$ cat src/design/emq_pkg.sv
package emq_pkg;

    localparam int MAX_SLOTS_DEFAULT = 16;
    localparam int STAT_BITS_DEFAULT = 32;

    localparam int KIND_W          = 3;
    localparam int CMD_W           = 2;
    localparam int STATUS_W        = 3;
    localparam int SEL_W           = 3;
    localparam int MSG_ID_W        = 16;
    localparam int CLASS_W         = 2;
    localparam int SIZE_W          = 8;
    localparam int WORD_W          = 32;
    localparam int SLOT_W          = MSG_ID_W + CLASS_W + SIZE_W + WORD_W;
    localparam int FILL_W          = 5;
    localparam int STAT_OUT_W      = 32;
    localparam int IN_DATA_W       = 64;
    localparam int OUT_DATA_W      = 128;
    localparam int NUM_EVENT_STATS = 6;
    localparam int NUM_STATS       = 7;
    localparam int CAP_RAW_W       = 5;

    localparam logic [KIND_W-1:0] KIND_FIFO8    = 3'd0;
    localparam logic [KIND_W-1:0] KIND_FIFO16   = 3'd1;
    localparam logic [KIND_W-1:0] KIND_SINGLE   = 3'd2;
    localparam logic [KIND_W-1:0] KIND_LOSSY    = 3'd3;
    localparam logic [KIND_W-1:0] KIND_COALESCE = 3'd4;

    localparam logic [CMD_W-1:0] CMD_PUSH      = 2'd0;
    localparam logic [CMD_W-1:0] CMD_POP       = 2'd1;
    localparam logic [CMD_W-1:0] CMD_CLEAR     = 2'd2;
    localparam logic [CMD_W-1:0] CMD_READ_STAT = 2'd3;

    localparam logic [CLASS_W-1:0] CLASS_EXTERNAL = 2'd2;

    localparam logic [STATUS_W-1:0] STATUS_OK        = 3'd0;
    localparam logic [STATUS_W-1:0] STATUS_INVALID   = 3'd1;
    localparam logic [STATUS_W-1:0] STATUS_FULL      = 3'd2;
    localparam logic [STATUS_W-1:0] STATUS_EMPTY     = 3'd3;
    localparam logic [STATUS_W-1:0] STATUS_VIOLATION = 3'd4;
    localparam logic [STATUS_W-1:0] STATUS_RETAIN    = 3'd5;

    localparam logic [SEL_W-1:0] STAT_POSTED    = 3'd0;
    localparam logic [SEL_W-1:0] STAT_REJECTED  = 3'd1;
    localparam logic [SEL_W-1:0] STAT_DROPPED   = 3'd2;
    localparam logic [SEL_W-1:0] STAT_REPLACED  = 3'd3;
    localparam logic [SEL_W-1:0] STAT_COALESCED = 3'd4;
    localparam logic [SEL_W-1:0] STAT_POPPED    = 3'd5;
    localparam logic [SEL_W-1:0] STAT_WATERMARK = 3'd6;
    localparam logic [SEL_W-1:0] STAT_UNKNOWN   = 3'd7;

    typedef enum logic [2:0] {
        CNT_HOLD,
        CNT_INC,
        CNT_DEC,
        CNT_ONE,
        CNT_ZERO
    } cnt_op_t;

    typedef struct packed {
        logic [KIND_W-1:0] kind;
        logic [CMD_W-1:0]  command;
        logic              msg_valid;
        logic              retain_ok;
        logic              needs_retain;
        logic              has_payload;
        logic              count_zero;
        logic              count_full;
        logic              id_match;
    } dp_status_t;

    typedef struct packed {
        logic                       load_in;
        logic                       exec;
        logic                       cfg_wr;
        logic                       clear;
        logic                       slot_wr;
        logic                       tail_adv;
        logic                       head_adv;
        cnt_op_t                    cnt_op;
        logic [NUM_EVENT_STATS-1:0] bump;
        logic                       watermark;
        logic                       rel_out;
        logic                       pop_out;
        logic                       stat_read;
        logic [STATUS_W-1:0]        status;
    } dp_cmd_t;

    function automatic logic [CAP_RAW_W-1:0] kind_capacity(input logic [KIND_W-1:0] kind);
        logic [CAP_RAW_W-1:0] cap;
        unique case (kind)
            KIND_FIFO8:    cap = 5'd8;
            KIND_FIFO16:   cap = 5'd16;
            KIND_SINGLE:   cap = 5'd1;
            KIND_LOSSY:    cap = 5'd8;
            KIND_COALESCE: cap = 5'd1;
            default:       cap = 5'd0;
        endcase
        return cap;
    endfunction

endpackage

$ cat src/design/emq_ram.sv
module emq_ram #(
    parameter int WIDTH = emq_pkg::SLOT_W,
    parameter int DEPTH = emq_pkg::MAX_SLOTS_DEFAULT
) (
    input  logic                     aclk,
    input  logic                     wr_en,
    input  logic [$clog2(DEPTH)-1:0] wr_addr,
    input  logic [WIDTH-1:0]         wr_data,
    input  logic                     rd_en,
    input  logic [$clog2(DEPTH)-1:0] rd_addr,
    output logic [WIDTH-1:0]         rd_data
);

    logic [WIDTH-1:0] mem_reg [DEPTH];

    always_ff @(posedge aclk) begin
        if (wr_en) begin
            mem_reg[wr_addr] <= wr_data;
        end
        if (rd_en) begin
            rd_data <= mem_reg[rd_addr];
        end
    end

endmodule

$ cat src/design/emq_ctrl.sv
module emq_ctrl (
    input  logic                aclk,
    input  logic                aresetn,
    input  logic                s_tvalid,
    output logic                s_tready,
    input  logic                cfg_valid,
    output logic                cfg_ready,
    output logic                m_tvalid,
    input  logic                m_tready,
    input  emq_pkg::dp_status_t st,
    output emq_pkg::dp_cmd_t    cmd
);

    typedef enum logic {
        S_IDLE,
        S_EXEC
    } state_t;

    state_t state_reg, state_next;
    logic   out_valid_reg, out_valid_next;
    logic   can_exec;
    logic   retain_fail;

    assign cfg_ready   = (state_reg == S_IDLE);
    assign s_tready    = (state_reg == S_IDLE) && !cfg_valid;
    assign m_tvalid    = out_valid_reg;
    assign can_exec    = (state_reg == S_EXEC) && (!out_valid_reg || m_tready);
    assign retain_fail = st.needs_retain && !st.retain_ok;

    always_comb begin
        cmd         = '0;
        cmd.cnt_op  = emq_pkg::CNT_HOLD;
        cmd.status  = emq_pkg::STATUS_OK;
        cmd.load_in = s_tvalid && s_tready;
        cmd.cfg_wr  = cfg_valid && cfg_ready;
        cmd.exec    = can_exec;

        unique case (st.command)
            emq_pkg::CMD_PUSH: begin
                if (!st.msg_valid) begin
                    cmd.status                      = emq_pkg::STATUS_INVALID;
                    cmd.bump[emq_pkg::STAT_REJECTED] = 1'b1;
                end else begin
                    unique case (st.kind) inside
                        emq_pkg::KIND_FIFO8, emq_pkg::KIND_FIFO16: begin
                            if (st.count_full) begin
                                cmd.status                       = emq_pkg::STATUS_FULL;
                                cmd.bump[emq_pkg::STAT_REJECTED] = 1'b1;
                            end else if (retain_fail) begin
                                cmd.status                       = emq_pkg::STATUS_RETAIN;
                                cmd.bump[emq_pkg::STAT_REJECTED] = 1'b1;
                            end else begin
                                cmd.slot_wr                    = 1'b1;
                                cmd.tail_adv                   = 1'b1;
                                cmd.cnt_op                     = emq_pkg::CNT_INC;
                                cmd.bump[emq_pkg::STAT_POSTED] = 1'b1;
                                cmd.watermark                  = 1'b1;
                            end
                        end
                        emq_pkg::KIND_SINGLE: begin
                            if (retain_fail) begin
                                cmd.status                       = emq_pkg::STATUS_RETAIN;
                                cmd.bump[emq_pkg::STAT_REJECTED] = 1'b1;
                            end else begin
                                cmd.slot_wr   = 1'b1;
                                cmd.watermark = 1'b1;
                                if (st.count_zero) begin
                                    cmd.cnt_op                     = emq_pkg::CNT_ONE;
                                    cmd.bump[emq_pkg::STAT_POSTED] = 1'b1;
                                end else begin
                                    cmd.rel_out                      = 1'b1;
                                    cmd.bump[emq_pkg::STAT_REPLACED] = 1'b1;
                                end
                            end
                        end
                        emq_pkg::KIND_LOSSY: begin
                            if (retain_fail) begin
                                cmd.status                       = emq_pkg::STATUS_RETAIN;
                                cmd.bump[emq_pkg::STAT_REJECTED] = 1'b1;
                            end else begin
                                cmd.slot_wr                    = 1'b1;
                                cmd.tail_adv                   = 1'b1;
                                cmd.bump[emq_pkg::STAT_POSTED] = 1'b1;
                                cmd.watermark                  = 1'b1;
                                if (st.count_full) begin
                                    cmd.rel_out                     = 1'b1;
                                    cmd.head_adv                    = 1'b1;
                                    cmd.bump[emq_pkg::STAT_DROPPED] = 1'b1;
                                end else begin
                                    cmd.cnt_op = emq_pkg::CNT_INC;
                                end
                            end
                        end
                        emq_pkg::KIND_COALESCE: begin
                            if (st.has_payload) begin
                                cmd.status                       = emq_pkg::STATUS_VIOLATION;
                                cmd.bump[emq_pkg::STAT_REJECTED] = 1'b1;
                            end else if (st.count_zero) begin
                                cmd.slot_wr                    = 1'b1;
                                cmd.cnt_op                     = emq_pkg::CNT_ONE;
                                cmd.bump[emq_pkg::STAT_POSTED] = 1'b1;
                                cmd.watermark                  = 1'b1;
                            end else if (!st.id_match) begin
                                cmd.status                       = emq_pkg::STATUS_VIOLATION;
                                cmd.bump[emq_pkg::STAT_REJECTED] = 1'b1;
                            end else begin
                                cmd.bump[emq_pkg::STAT_COALESCED] = 1'b1;
                            end
                        end
                        default: begin
                            cmd.status                       = emq_pkg::STATUS_VIOLATION;
                            cmd.bump[emq_pkg::STAT_REJECTED] = 1'b1;
                        end
                    endcase
                end
            end
            emq_pkg::CMD_POP: begin
                if (st.count_zero) begin
                    cmd.status = emq_pkg::STATUS_EMPTY;
                end else begin
                    unique case (st.kind) inside
                        emq_pkg::KIND_FIFO8, emq_pkg::KIND_FIFO16, emq_pkg::KIND_LOSSY: begin
                            cmd.pop_out                    = 1'b1;
                            cmd.head_adv                   = 1'b1;
                            cmd.cnt_op                     = emq_pkg::CNT_DEC;
                            cmd.bump[emq_pkg::STAT_POPPED] = 1'b1;
                        end
                        emq_pkg::KIND_SINGLE, emq_pkg::KIND_COALESCE: begin
                            cmd.pop_out                    = 1'b1;
                            cmd.cnt_op                     = emq_pkg::CNT_ZERO;
                            cmd.bump[emq_pkg::STAT_POPPED] = 1'b1;
                        end
                        default: begin
                            cmd.status = emq_pkg::STATUS_VIOLATION;
                        end
                    endcase
                end
            end
            emq_pkg::CMD_CLEAR: begin
                cmd.clear = 1'b1;
            end
            emq_pkg::CMD_READ_STAT: begin
                cmd.stat_read = 1'b1;
            end
            default: begin
                cmd.status = emq_pkg::STATUS_OK;
            end
        endcase
    end

    always_comb begin
        state_next     = state_reg;
        out_valid_next = out_valid_reg;
        if (m_tready) begin
            out_valid_next = 1'b0;
        end
        unique case (state_reg)
            S_IDLE: begin
                if (s_tvalid && s_tready) begin
                    state_next = S_EXEC;
                end
            end
            S_EXEC: begin
                if (can_exec) begin
                    state_next     = S_IDLE;
                    out_valid_next = 1'b1;
                end
            end
            default: begin
                state_next = S_IDLE;
            end
        endcase
    end

    always_ff @(posedge aclk) begin
        if (!aresetn) begin
            state_reg     <= S_IDLE;
            out_valid_reg <= 1'b0;
        end else begin
            state_reg     <= state_next;
            out_valid_reg <= out_valid_next;
        end
    end

endmodule

$ cat src/design/emq_datapath.sv
module emq_datapath #(
    parameter int MAX_SLOTS = emq_pkg::MAX_SLOTS_DEFAULT,
    parameter int STAT_BITS = emq_pkg::STAT_BITS_DEFAULT
) (
    input  logic                              aclk,
    input  logic                              aresetn,
    input  logic [emq_pkg::IN_DATA_W-1:0]     s_tdata,
    input  logic [emq_pkg::CMD_W-1:0]         s_tuser,
    input  logic [emq_pkg::KIND_W-1:0]        cfg_data,
    input  emq_pkg::dp_cmd_t                  cmd,
    output emq_pkg::dp_status_t               st,
    output logic [emq_pkg::OUT_DATA_W-1:0]    m_tdata,
    output logic [emq_pkg::STATUS_W-1:0]      m_tuser
);

    localparam int IDX_W = $clog2(MAX_SLOTS);
    localparam int CAP_W = $clog2(MAX_SLOTS + 1);

    logic [emq_pkg::KIND_W-1:0] kind_reg, kind_next;
    logic [IDX_W-1:0]           head_reg, head_next;
    logic [IDX_W-1:0]           tail_reg, tail_next;
    logic [CAP_W-1:0]           count_reg, count_next;
    logic [STAT_BITS-1:0]       stat_reg [emq_pkg::NUM_STATS];
    logic [STAT_BITS-1:0]       stat_next [emq_pkg::NUM_STATS];

    logic [emq_pkg::CMD_W-1:0]      command_reg;
    logic [emq_pkg::MSG_ID_W-1:0]   msg_id_reg;
    logic [emq_pkg::CLASS_W-1:0]    class_reg;
    logic [emq_pkg::SIZE_W-1:0]     size_reg;
    logic [emq_pkg::WORD_W-1:0]     word_reg;
    logic                           msg_valid_reg;
    logic                           retain_ok_reg;
    logic [emq_pkg::SEL_W-1:0]      sel_reg;

    logic [emq_pkg::OUT_DATA_W-1:0] out_data_reg, out_data_next;
    logic [emq_pkg::STATUS_W-1:0]   out_status_reg;

    logic [emq_pkg::CAP_RAW_W-1:0] cap_raw;
    logic [CAP_W-1:0]              cap;
    logic [IDX_W-1:0]              idx_mask;
    logic                          slot_fixed;
    logic                          clear_all;

    logic [emq_pkg::SLOT_W-1:0]     rd_data;
    logic [emq_pkg::SLOT_W-1:0]     wr_data;
    logic [IDX_W-1:0]               rd_addr;
    logic [IDX_W-1:0]               wr_addr;
    logic [emq_pkg::MSG_ID_W-1:0]   rd_msg_id;
    logic [emq_pkg::CLASS_W-1:0]    rd_class;
    logic [emq_pkg::SIZE_W-1:0]     rd_size;
    logic [emq_pkg::WORD_W-1:0]     rd_word;

    logic [emq_pkg::MSG_ID_W-1:0]   pop_msg_id;
    logic [emq_pkg::CLASS_W-1:0]    pop_class;
    logic [emq_pkg::SIZE_W-1:0]     pop_size;
    logic [emq_pkg::WORD_W-1:0]     pop_word;
    logic [emq_pkg::WORD_W-1:0]     rel_word;
    logic [emq_pkg::STAT_OUT_W-1:0] stat_value;

    always_comb begin
        cap_raw = emq_pkg::kind_capacity(kind_reg);
        if (int'(cap_raw) > MAX_SLOTS) begin
            cap = CAP_W'(MAX_SLOTS);
        end else begin
            cap = CAP_W'(cap_raw);
        end
        idx_mask = IDX_W'(cap - CAP_W'(1));
    end

    assign slot_fixed = (kind_reg == emq_pkg::KIND_SINGLE) || (kind_reg == emq_pkg::KIND_COALESCE);
    assign rd_addr    = slot_fixed ? '0 : head_reg;
    assign wr_addr    = slot_fixed ? '0 : tail_reg;
    assign wr_data    = {word_reg, size_reg, class_reg, msg_id_reg};

    emq_ram #(
        .WIDTH(emq_pkg::SLOT_W),
        .DEPTH(MAX_SLOTS)
    ) u_slot_ram (
        .aclk   (aclk),
        .wr_en  (cmd.exec && cmd.slot_wr),
        .wr_addr(wr_addr),
        .wr_data(wr_data),
        .rd_en  (cmd.load_in),
        .rd_addr(rd_addr),
        .rd_data(rd_data)
    );

    assign rd_msg_id = rd_data[15:0];
    assign rd_class  = rd_data[17:16];
    assign rd_size   = rd_data[25:18];
    assign rd_word   = rd_data[57:26];

    always_comb begin
        st.kind         = kind_reg;
        st.command      = command_reg;
        st.msg_valid    = msg_valid_reg;
        st.retain_ok    = retain_ok_reg;
        st.needs_retain = (class_reg == emq_pkg::CLASS_EXTERNAL) && (size_reg != '0);
        st.has_payload  = (class_reg != '0) || (size_reg != '0);
        st.count_zero   = (count_reg == '0);
        st.count_full   = (count_reg >= cap);
        st.id_match     = (rd_msg_id == msg_id_reg);
    end

    assign clear_all = cmd.cfg_wr || (cmd.exec && cmd.clear);

    always_comb begin
        kind_next  = cmd.cfg_wr ? cfg_data : kind_reg;
        head_next  = head_reg;
        tail_next  = tail_reg;
        count_next = count_reg;
        if (clear_all) begin
            head_next  = '0;
            tail_next  = '0;
            count_next = '0;
        end else if (cmd.exec) begin
            if (cmd.head_adv) begin
                head_next = (head_reg + IDX_W'(1)) & idx_mask;
            end
            if (cmd.tail_adv) begin
                tail_next = (tail_reg + IDX_W'(1)) & idx_mask;
            end
            case (cmd.cnt_op)
                emq_pkg::CNT_INC:  count_next = count_reg + CAP_W'(1);
                emq_pkg::CNT_DEC:  count_next = count_reg - CAP_W'(1);
                emq_pkg::CNT_ONE:  count_next = CAP_W'(1);
                emq_pkg::CNT_ZERO: count_next = '0;
                default:           count_next = count_reg;
            endcase
        end
    end

    always_comb begin
        for (int i = 0; i < emq_pkg::NUM_STATS; i++) begin
            stat_next[i] = stat_reg[i];
        end
        if (clear_all) begin
            for (int i = 0; i < emq_pkg::NUM_STATS; i++) begin
                stat_next[i] = '0;
            end
        end else if (cmd.exec) begin
            for (int i = 0; i < emq_pkg::NUM_EVENT_STATS; i++) begin
                if (cmd.bump[i]) begin
                    stat_next[i] = stat_reg[i] + STAT_BITS'(1);
                end
            end
            if (cmd.watermark && (STAT_BITS'(count_next) > stat_reg[emq_pkg::STAT_WATERMARK])) begin
                stat_next[emq_pkg::STAT_WATERMARK] = STAT_BITS'(count_next);
            end
        end
    end

    always_comb begin
        pop_msg_id = cmd.pop_out ? rd_msg_id : '0;
        pop_class  = cmd.pop_out ? rd_class : '0;
        pop_size   = cmd.pop_out ? rd_size : '0;
        pop_word   = cmd.pop_out ? rd_word : '0;
        rel_word   = cmd.rel_out ? rd_word : '0;
        stat_value = '0;
        if (cmd.stat_read && (sel_reg != emq_pkg::STAT_UNKNOWN)) begin
            stat_value = emq_pkg::STAT_OUT_W'(stat_reg[sel_reg]);
        end
        out_data_next = {rel_word, cmd.rel_out, stat_value,
                         emq_pkg::FILL_W'(count_next),
                         pop_word, pop_size, pop_class, pop_msg_id};
    end

    always_ff @(posedge aclk) begin
        if (!aresetn) begin
            kind_reg  <= emq_pkg::KIND_FIFO8;
            head_reg  <= '0;
            tail_reg  <= '0;
            count_reg <= '0;
            for (int i = 0; i < emq_pkg::NUM_STATS; i++) begin
                stat_reg[i] <= '0;
            end
        end else begin
            kind_reg  <= kind_next;
            head_reg  <= head_next;
            tail_reg  <= tail_next;
            count_reg <= count_next;
            for (int i = 0; i < emq_pkg::NUM_STATS; i++) begin
                stat_reg[i] <= stat_next[i];
            end
        end
    end

    always_ff @(posedge aclk) begin
        if (cmd.load_in) begin
            command_reg   <= s_tuser;
            msg_id_reg    <= s_tdata[15:0];
            class_reg     <= s_tdata[17:16];
            size_reg      <= s_tdata[25:18];
            word_reg      <= s_tdata[57:26];
            msg_valid_reg <= s_tdata[58];
            retain_ok_reg <= s_tdata[59];
            sel_reg       <= s_tdata[62:60];
        end
        if (cmd.exec) begin
            out_data_reg   <= out_data_next;
            out_status_reg <= cmd.status;
        end
    end

    assign m_tdata = out_data_reg;
    assign m_tuser = out_status_reg;

endmodule

$ cat src/design/event_mailbox_queue.sv
// Message mailbox that behaves as an 8-deep FIFO, a 16-deep FIFO, a single overwriting slot,
// an 8-deep ring that drops its oldest entry, or a coalescing event flag, chosen by the kind
// register; writing the kind clears pointers, fill count and statistics. Each command beat
// on the slave side yields exactly one result beat on the master side. The beat is accepted
// while the slot memory read is launched; the command then completes once that registered
// read has returned and the output register is free. The result is held in an output
// register, so the next command is accepted while an earlier result still waits.
// Dropped or replaced entries report their payload word for release; the slot memory needs
// no clearing after reset.
module event_mailbox_queue #(
    parameter int MAX_SLOTS = emq_pkg::MAX_SLOTS_DEFAULT,
    parameter int STAT_BITS = emq_pkg::STAT_BITS_DEFAULT
) (
    input  logic                              aclk,
    input  logic                              aresetn,
    input  logic                              cfg_valid,
    output logic                              cfg_ready,
    input  logic [emq_pkg::KIND_W-1:0]        cfg_data,
    input  logic                              s_tvalid,
    output logic                              s_tready,
    // Fields from bit 0: event identifier, storage class, payload length, payload word,
    // message valid, retain ok, statistic select, zero pad.
    input  logic [emq_pkg::IN_DATA_W-1:0]     s_tdata,
    // Command.
    input  logic [emq_pkg::CMD_W-1:0]         s_tuser,
    output logic                              m_tvalid,
    input  logic                              m_tready,
    // Fields from bit 0: popped event identifier, popped storage class, popped payload
    // length, popped payload word, fill count, statistic value, release valid, release word.
    output logic [emq_pkg::OUT_DATA_W-1:0]    m_tdata,
    // Status.
    output logic [emq_pkg::STATUS_W-1:0]      m_tuser
);

    emq_pkg::dp_status_t dp_status;
    emq_pkg::dp_cmd_t    dp_cmd;

    emq_ctrl u_ctrl (
        .aclk     (aclk),
        .aresetn  (aresetn),
        .s_tvalid (s_tvalid),
        .s_tready (s_tready),
        .cfg_valid(cfg_valid),
        .cfg_ready(cfg_ready),
        .m_tvalid (m_tvalid),
        .m_tready (m_tready),
        .st       (dp_status),
        .cmd      (dp_cmd)
    );

    emq_datapath #(
        .MAX_SLOTS(MAX_SLOTS),
        .STAT_BITS(STAT_BITS)
    ) u_datapath (
        .aclk    (aclk),
        .aresetn (aresetn),
        .s_tdata (s_tdata),
        .s_tuser (s_tuser),
        .cfg_data(cfg_data),
        .cmd     (dp_cmd),
        .st      (dp_status),
        .m_tdata (m_tdata),
        .m_tuser (m_tuser)
    );

endmodule
$ cat config.mk
export PLATFORM = sky130hd
export DESIGN_NAME = event_mailbox_queue
export DESIGN_NICKNAME = d
export VERILOG_FILES = /design/src/design/emq_pkg.sv /design/src/design/emq_ram.sv /design/src/design/emq_ctrl.sv /design/src/design/emq_datapath.sv /design/src/design/event_mailbox_queue.sv
export SDC_FILE = /design/constraint.sdc
export NUM_CORES = 2
export LEC_CHECK = 0
export ABC_AREA = 0
export BUFFER_PORTS_ARGS = -buffer_cell sky130_fd_sc_hd__buf_2
export CAP_MARGIN = 20
export CORE_MARGIN = 3
export CORE_UTILIZATION = 50
export DETAILED_ROUTE_END_ITERATION = 10
export HOLD_SLACK_MARGIN = 0.08
export PLACE_DENSITY = 0.69
export SETUP_SLACK_MARGIN = 0.4
export SLEW_MARGIN = 40
export SYNTH_ARGS = -nofsm -noshare
export SYNTH_HDL_FRONTEND = slang
export SYNTH_SLANG_ARGS = --single-unit
$ cat constraint.sdc
create_clock -name aclk -period 7.95 [get_ports aclk]
set_input_delay 0.3975 -clock aclk [delete_from_list [all_inputs] [get_ports aclk]]
set_output_delay 0.3975 -clock aclk [all_outputs]
set_load 0.02 [all_outputs]
== Yosys cells after proc, flatten, opt, wreduce, memory -nomap -nowiden ==
Memories as Yosys holds them, arrays and structs flattened. A register that Yosys moved wholly into a read port is not among the register bits.
Index checks and enable logic that the tools add are counted.
Word-level totals
  register bits after elaboration: 182
  memory bits (writable): 1152
  input port bits: 74
  output and inout port bits: 134
  logic and storage cells: 191
  memories: 2
Memory list
  u_datapath.u_slot_ram.mem_reg: words 16, bits a word 58, read ports 1, clocked after memory_dff 1, wr ports 1, RTL line emq_ram.sv:14  | logic [WIDTH-1:0] mem_reg [DEPTH];
  u_datapath.stat_reg: words 7, bits a word 32, read ports 8, clocked after memory_dff 1, wr ports 7, RTL line emq_datapath.sv:23  | logic [STAT_BITS-1:0] stat_reg [emq_pkg::NUM_STATS];
Operators by class
  add/sub/neg operators: 11
  magnitude comparators: 3
  eq/ne operators: 16
  mux-type cells: 97
  bitwise operators: 11
  reduce and logical (&&, ||, !) cells: 33
Operators with widths (number)
  $mux 224: 2
  $mux 32: 14
  $add 32x1->32 const B: 6
  $mux 3: 14
  $mux 1: 39
  $gt 5x32->1: 1
  $mux 5: 4
  $pmux 5 s4: 1
  $eq 16x16->1: 1
  $pmux 4 s2: 2
  $pmux 5 s3: 1
  $eq 3x2->1 const B: 4
  $mux 2: 6
  $mux 6: 2
  $pmux 3 s4: 1
  $logic_and 1x1->1: 10
  $reduce_or 2->1: 5
  $pmux 3 s3: 1
  $add 4x1->4 const B: 2
  $and 4x4->4: 2
  $mux 4: 2
  $pmux 2 s4: 1
  $reduce_bool 8->1: 1
  $mux 7: 1
  other kinds (27): 48

== Depth between registers and ports, before layout ==
  word-level depth: 21
  gate-level depth with buffers: 21
  mapped depth without buffers: 19

== Hierarchy ==
From an unflattened synthesis, not the netlist that was laid out.
Second synthesis, totals
  cells, all modules: 3242
  area total of the unflattened synthesis: 55264.3 µm²
Modules (own cells, without submodules)
  emq_ram: times used 1, cells each 1496, area an instance 36476.2 µm², sequential area each 29608.4 µm²
  emq_datapath: times used 1, cells each 1681, area an instance 18355.1 µm², sequential area each 10149.7 µm²
  emq_ctrl: times used 1, cells each 65, area an instance 432.9 µm², sequential area each 40.0 µm²

== Worst setup path before layout ==
OpenSTA, ideal clock, no wires.
  path type: register -> register
  start: reg u_datapath.kind_reg[0] (netlist name)
  end: mem u_datapath.u_slot_ram.mem_reg[12][0] (netlist name), enable pin
  setup time: 0.617 ns
  arrival: 7.993 ns
  data required time: 7.333 ns
  path slack: -0.660 ns
  stages on the path, launching flop included: 13
  path buffers: 3
  period minus slack after synthesis: 8.610 ns
  cells stage by stage: dfxtp_1 clkbuf_1 a21o_1 buf_2 inv_2 clkbuf_1 ha_1 nor4b_1 o21a_1 o211a_1 o21ai_1 nand2b_1 nor4_1
On the way
  longest elaborated chain between the ends: 13
  elaborated cells between the ends (all ways): 21
  classes of those cells: 2 x order compare; 4 x eq/ne; 9 x mux; 6 x reduce/logical
Ends and longest elaborated chain
  from (decl): RTL line emq_datapath.sv:19  | logic [emq_pkg::KIND_W-1:0] kind_reg, kind_next;
  from (signal assigned): RTL line emq_datapath.sv:170  | kind_reg <= emq_pkg::KIND_FIFO8;
  from (signal assigned): RTL line emq_datapath.sv:178  | kind_reg <= kind_next;
  $eq 3x3->1 (tied with other cells): RTL line emq_pkg.sv:91, emq_datapath.sv:70
  $reduce_or 2->1 (no source line)
  $pmux 5 s3: RTL line emq_pkg.sv:91  | unique case (kind)
  $gt 5x5->1: RTL line emq_datapath.sv:62  | if (int'(cap_raw) > MAX_SLOTS) begin
  $mux 5: RTL line emq_datapath.sv:62
  $ge 5x5->1: RTL line emq_datapath.sv:101  | st.count_full = (count_reg >= cap);
  $mux 2: RTL line emq_ctrl.sv:46  | if (st.count_full) begin
  $pmux 1 s4: RTL line emq_ctrl.sv:44  | unique case (st.kind) inside
  $mux 6: RTL line emq_ctrl.sv:40  | if (!st.msg_valid) begin
  $mux 2: RTL line emq_ctrl.sv:38  | unique case (st.command)
  $logic_and 1x1->1: RTL line emq_datapath.sv:80  | .wr_en (cmd.exec && cmd.slot_wr),
  $mux 1: RTL line emq_ram.sv:17  | if (wr_en) begin
  $mux 1 (not written as such): RTL line emq_ram.sv:18  | mem_reg[wr_addr] <= wr_data;
  to (decl): RTL line emq_ram.sv:14
Parallel ways exist; a longest one is shown, timed or not.

==> metrics.csv <==
metric,value,unit
insertion_delay,750,ps
fin_area,0.06429,mm^2
synthSimpleGateAreaFrac,7.430,%
diodes,0,
synth_edf_count,1182,
boundaryPins,208,
io_buffers,206,
hold_viol,0,
synth_xor_area_share,2.641,%
cp.depth,18,
grt_usage,22.03,%
final.fill_count,8095,
holdPathEnd,u_ctrl.m_tvalid,
r2r-end,u_datapath.stat_reg[6][3],
yosysMostFrequentCell,edfxtp_1,
end_kind,register,
reg2reg_slack,2380,ps
avgSynthCellArea,16.94,um^2
max_stage_delay,640,ps
place_area,0.05888,mm^2
tritoncts,yes,
syn2layout_area_growth,15.40,%
ant_nets,0,
slew_viol_final,0,
drtPass1Iterations,5,
num_vias,30120,
initial_core_util,50.75,%
crit_path_start_kind,register,
synth_area,0.05571,mm^2
yosys.area_share.adder,0.4627,%
path_buf_inv,1,
max_freq,0.1795,GHz
drc,0,
clock-sinks,1397,
r2r_cells,18,
power_density,229.9,mW/mm^2
root_buffer,clkbuf_16,
hold_path.class,in2reg,
antenna_found_initial,1,
grt_max_degree,133,
hpwl,72.91,mm
crit_path_cell_trace,nand2b_1 -> a21o_1 -> clkinv_2 -> ha_1 -> nor4b_1 -> o21ai_0 -> nor4_1 -> o21ai_1 -> a221o_1 -> a22oi_1 -> nor2_1 -> ha_1 -> nand2_1 -> a21oi_1 -> a211oi_1 -> a211oi_2 -> o21ai_1 -> a21oi_1,
worstReg2RegStart,u_datapath.kind_reg[2],
htree_levels,4,
die_w,339.8,um
holdWs,131.7,ps
yosys.area.top_type,edfxtp_1,
routed_wl,127.0,mm
ir_worst_vdd,0.2518,mV
worstPathArrival,6230,ps
clk_path_buf_depth,3,
cts_buffers,143,
clk_pin_slew_worst_paths,60,ps
setup_violations,0,
synth_commonest_cells,"edfxtp_1 (1182), mux4_2 (264), nor2_1 (234)",
cp_slowest_cell,a21o_1,
outcome,finished clean,
critPathMaxFanout,14,
synthFlopType,edfxtp_1,
synth_top_family_by_area,multiplexers,
rsz0062_at_grt,false,
power,14780,uW
required,8610,ps
ys_async_sr_fraction,0,%
synth_fp_nets,3382,
synth_cell_type_count,70,
design.die.area,0.1155,mm^2
grt_pass1_vias,30060,
synth_seq_cells,1397,
synth_compound_area_share,2.915,%
grt_pass1_wl,191.6,mm
power.leakage,0.02072,uW
finClkSkew,38.99,ps
gp_congestion,0.8565,
slew_headroom,42.54,%
dp_worst_setup_slack,2541,ps
drt_iter0_drc,2883,
avgViaCountPerCell,5.790,
hold_depth,3,
largest_register_ffs,928,
layout_setup_ws,2379,ps
core,0.1098,mm^2
yosys-top-cells-area,"edfxtp_1 (64%), mux4_2 (11%), dfxtp_1 (7.7%), mux2_2 (1.7%), nor2_1 (1.6%)",
synth_top_area_share,63.71,%
wl_per_cell,24.41,um
layout.nets,3703,
die_h,339.8,um
crit_family,compound AO/OA/AOI/OAI gates,
ys_warn_count,0,
seq_area_frac_synth,71.44,%
period_share,70.08,%
hold_start,m_tready,
crit_type,reg2reg,
muxShareOfSynthArea,13.64,%
grt_overflow,0,
worst_pin_slew,854.1,ps
max_cap_viol_count,0,
min_period,5571,ps
layoutNonFillerInstCount,5202,
drive_gt1_share,23.51,%
rows,121,
placed_cells,4865,
syn_inst,3288,
==> worst max-delay path by stage <==
stage                            from  slack (ps)                                    to
2_1_floorplan  u_datapath.kind_reg[0]        -660  u_datapath.u_slot_ram.mem_reg[12][0]
3_3_place_gp   u_datapath.kind_reg[2]        2700             u_datapath.stat_reg[6][1]
3_5_place_dp   u_datapath.kind_reg[2]        2540             u_datapath.stat_reg[6][4]
4_1_cts        u_datapath.kind_reg[2]        2500             u_datapath.stat_reg[6][3]
5_1_grt        u_datapath.kind_reg[2]        1930             u_datapath.stat_reg[6][4]
6_report       u_datapath.kind_reg[2]        2380             u_datapath.stat_reg[6][3]
==> layout make-up <==
cell class,count,area (um^2),share of cell area (%)
Multi-Input combinational cell,1679,15350,23.87
Inverter,45,175.2,0.2725
Sequential cell,1397,39810,61.92
Clock inverter,89,838.3,1.304
Clock buffer,173,3764,5.854
Timing Repair Buffer,343,2512,3.908
Tap cell,1476,1847,2.873
==> per-stage QoR <==
step	utilization, %	TNS [ps]
6_report	58.57	0
4_1_cts	58.50	0
2_1_floorplan	-	-112490
3_3_place_gp	53.46	0
3_5_place_dp	53.65	0
5_1_grt	58.57	0
==> what timing repair did <==
item,in CTS,in global routing
buffers inserted,0,0
hold buffers,72,0
resized for setup,0,0
hold endpoints to repair,71,0
==> logic make-up (layout without fill, tap and decap cells) <==
logic type | Yosys count | in the layout
AO/OA/AOI/OAI | 263 | 263
XOR/XNOR | 168 | 168
adder cells (fa/ha/maj) | 20 | 20
buffers and inverters | 212 | 650
flip-flops | 1397 | 1397
multiplexers | 419 | 419
AND/OR/NAND/NOR | 809 | 809
==> worst min-delay path: stages <==
cell and delay, ps:
buf_2 90, nand2b_1 230, a21boi_0 110
==> layout by cell type (no fill, tap or decap), types with 44 or more instances in the layout <==
cell	count
a21oi_1	67
and2_1	100
buf_2	206
clkbuf_16	145
dfxtp_1	213
dlygate4sd3_1	72
edfxtp_1	1182
mux2_2	82
mux2i_1	73
mux4_2	264
nand2_1	154
nand3_1	70
nand4_1	44
nor2_1	223
o22ai_1	59
or3_1	45
xnor2_1	83
xor2_1	85
==> power by group <==
part           internal (uW)  switching (uW)
logic                   73.8             160
clock network           3710            2820
registers               7950            68.1
total                  11700            3050
==> layer usage <==
layer | up-vias | routed length (um) | GRT usage [%]
met5 | - | 0 | 0
met4 | 0 | 2447 | 5.506
met3 | 165 | 8554 | 3.744
met2 | 1094 | 62670 | 36.44
met1 | 15360 | 53310 | 30.67
li1 | 13500 | - | -
(Power assumes the default switching activity.)
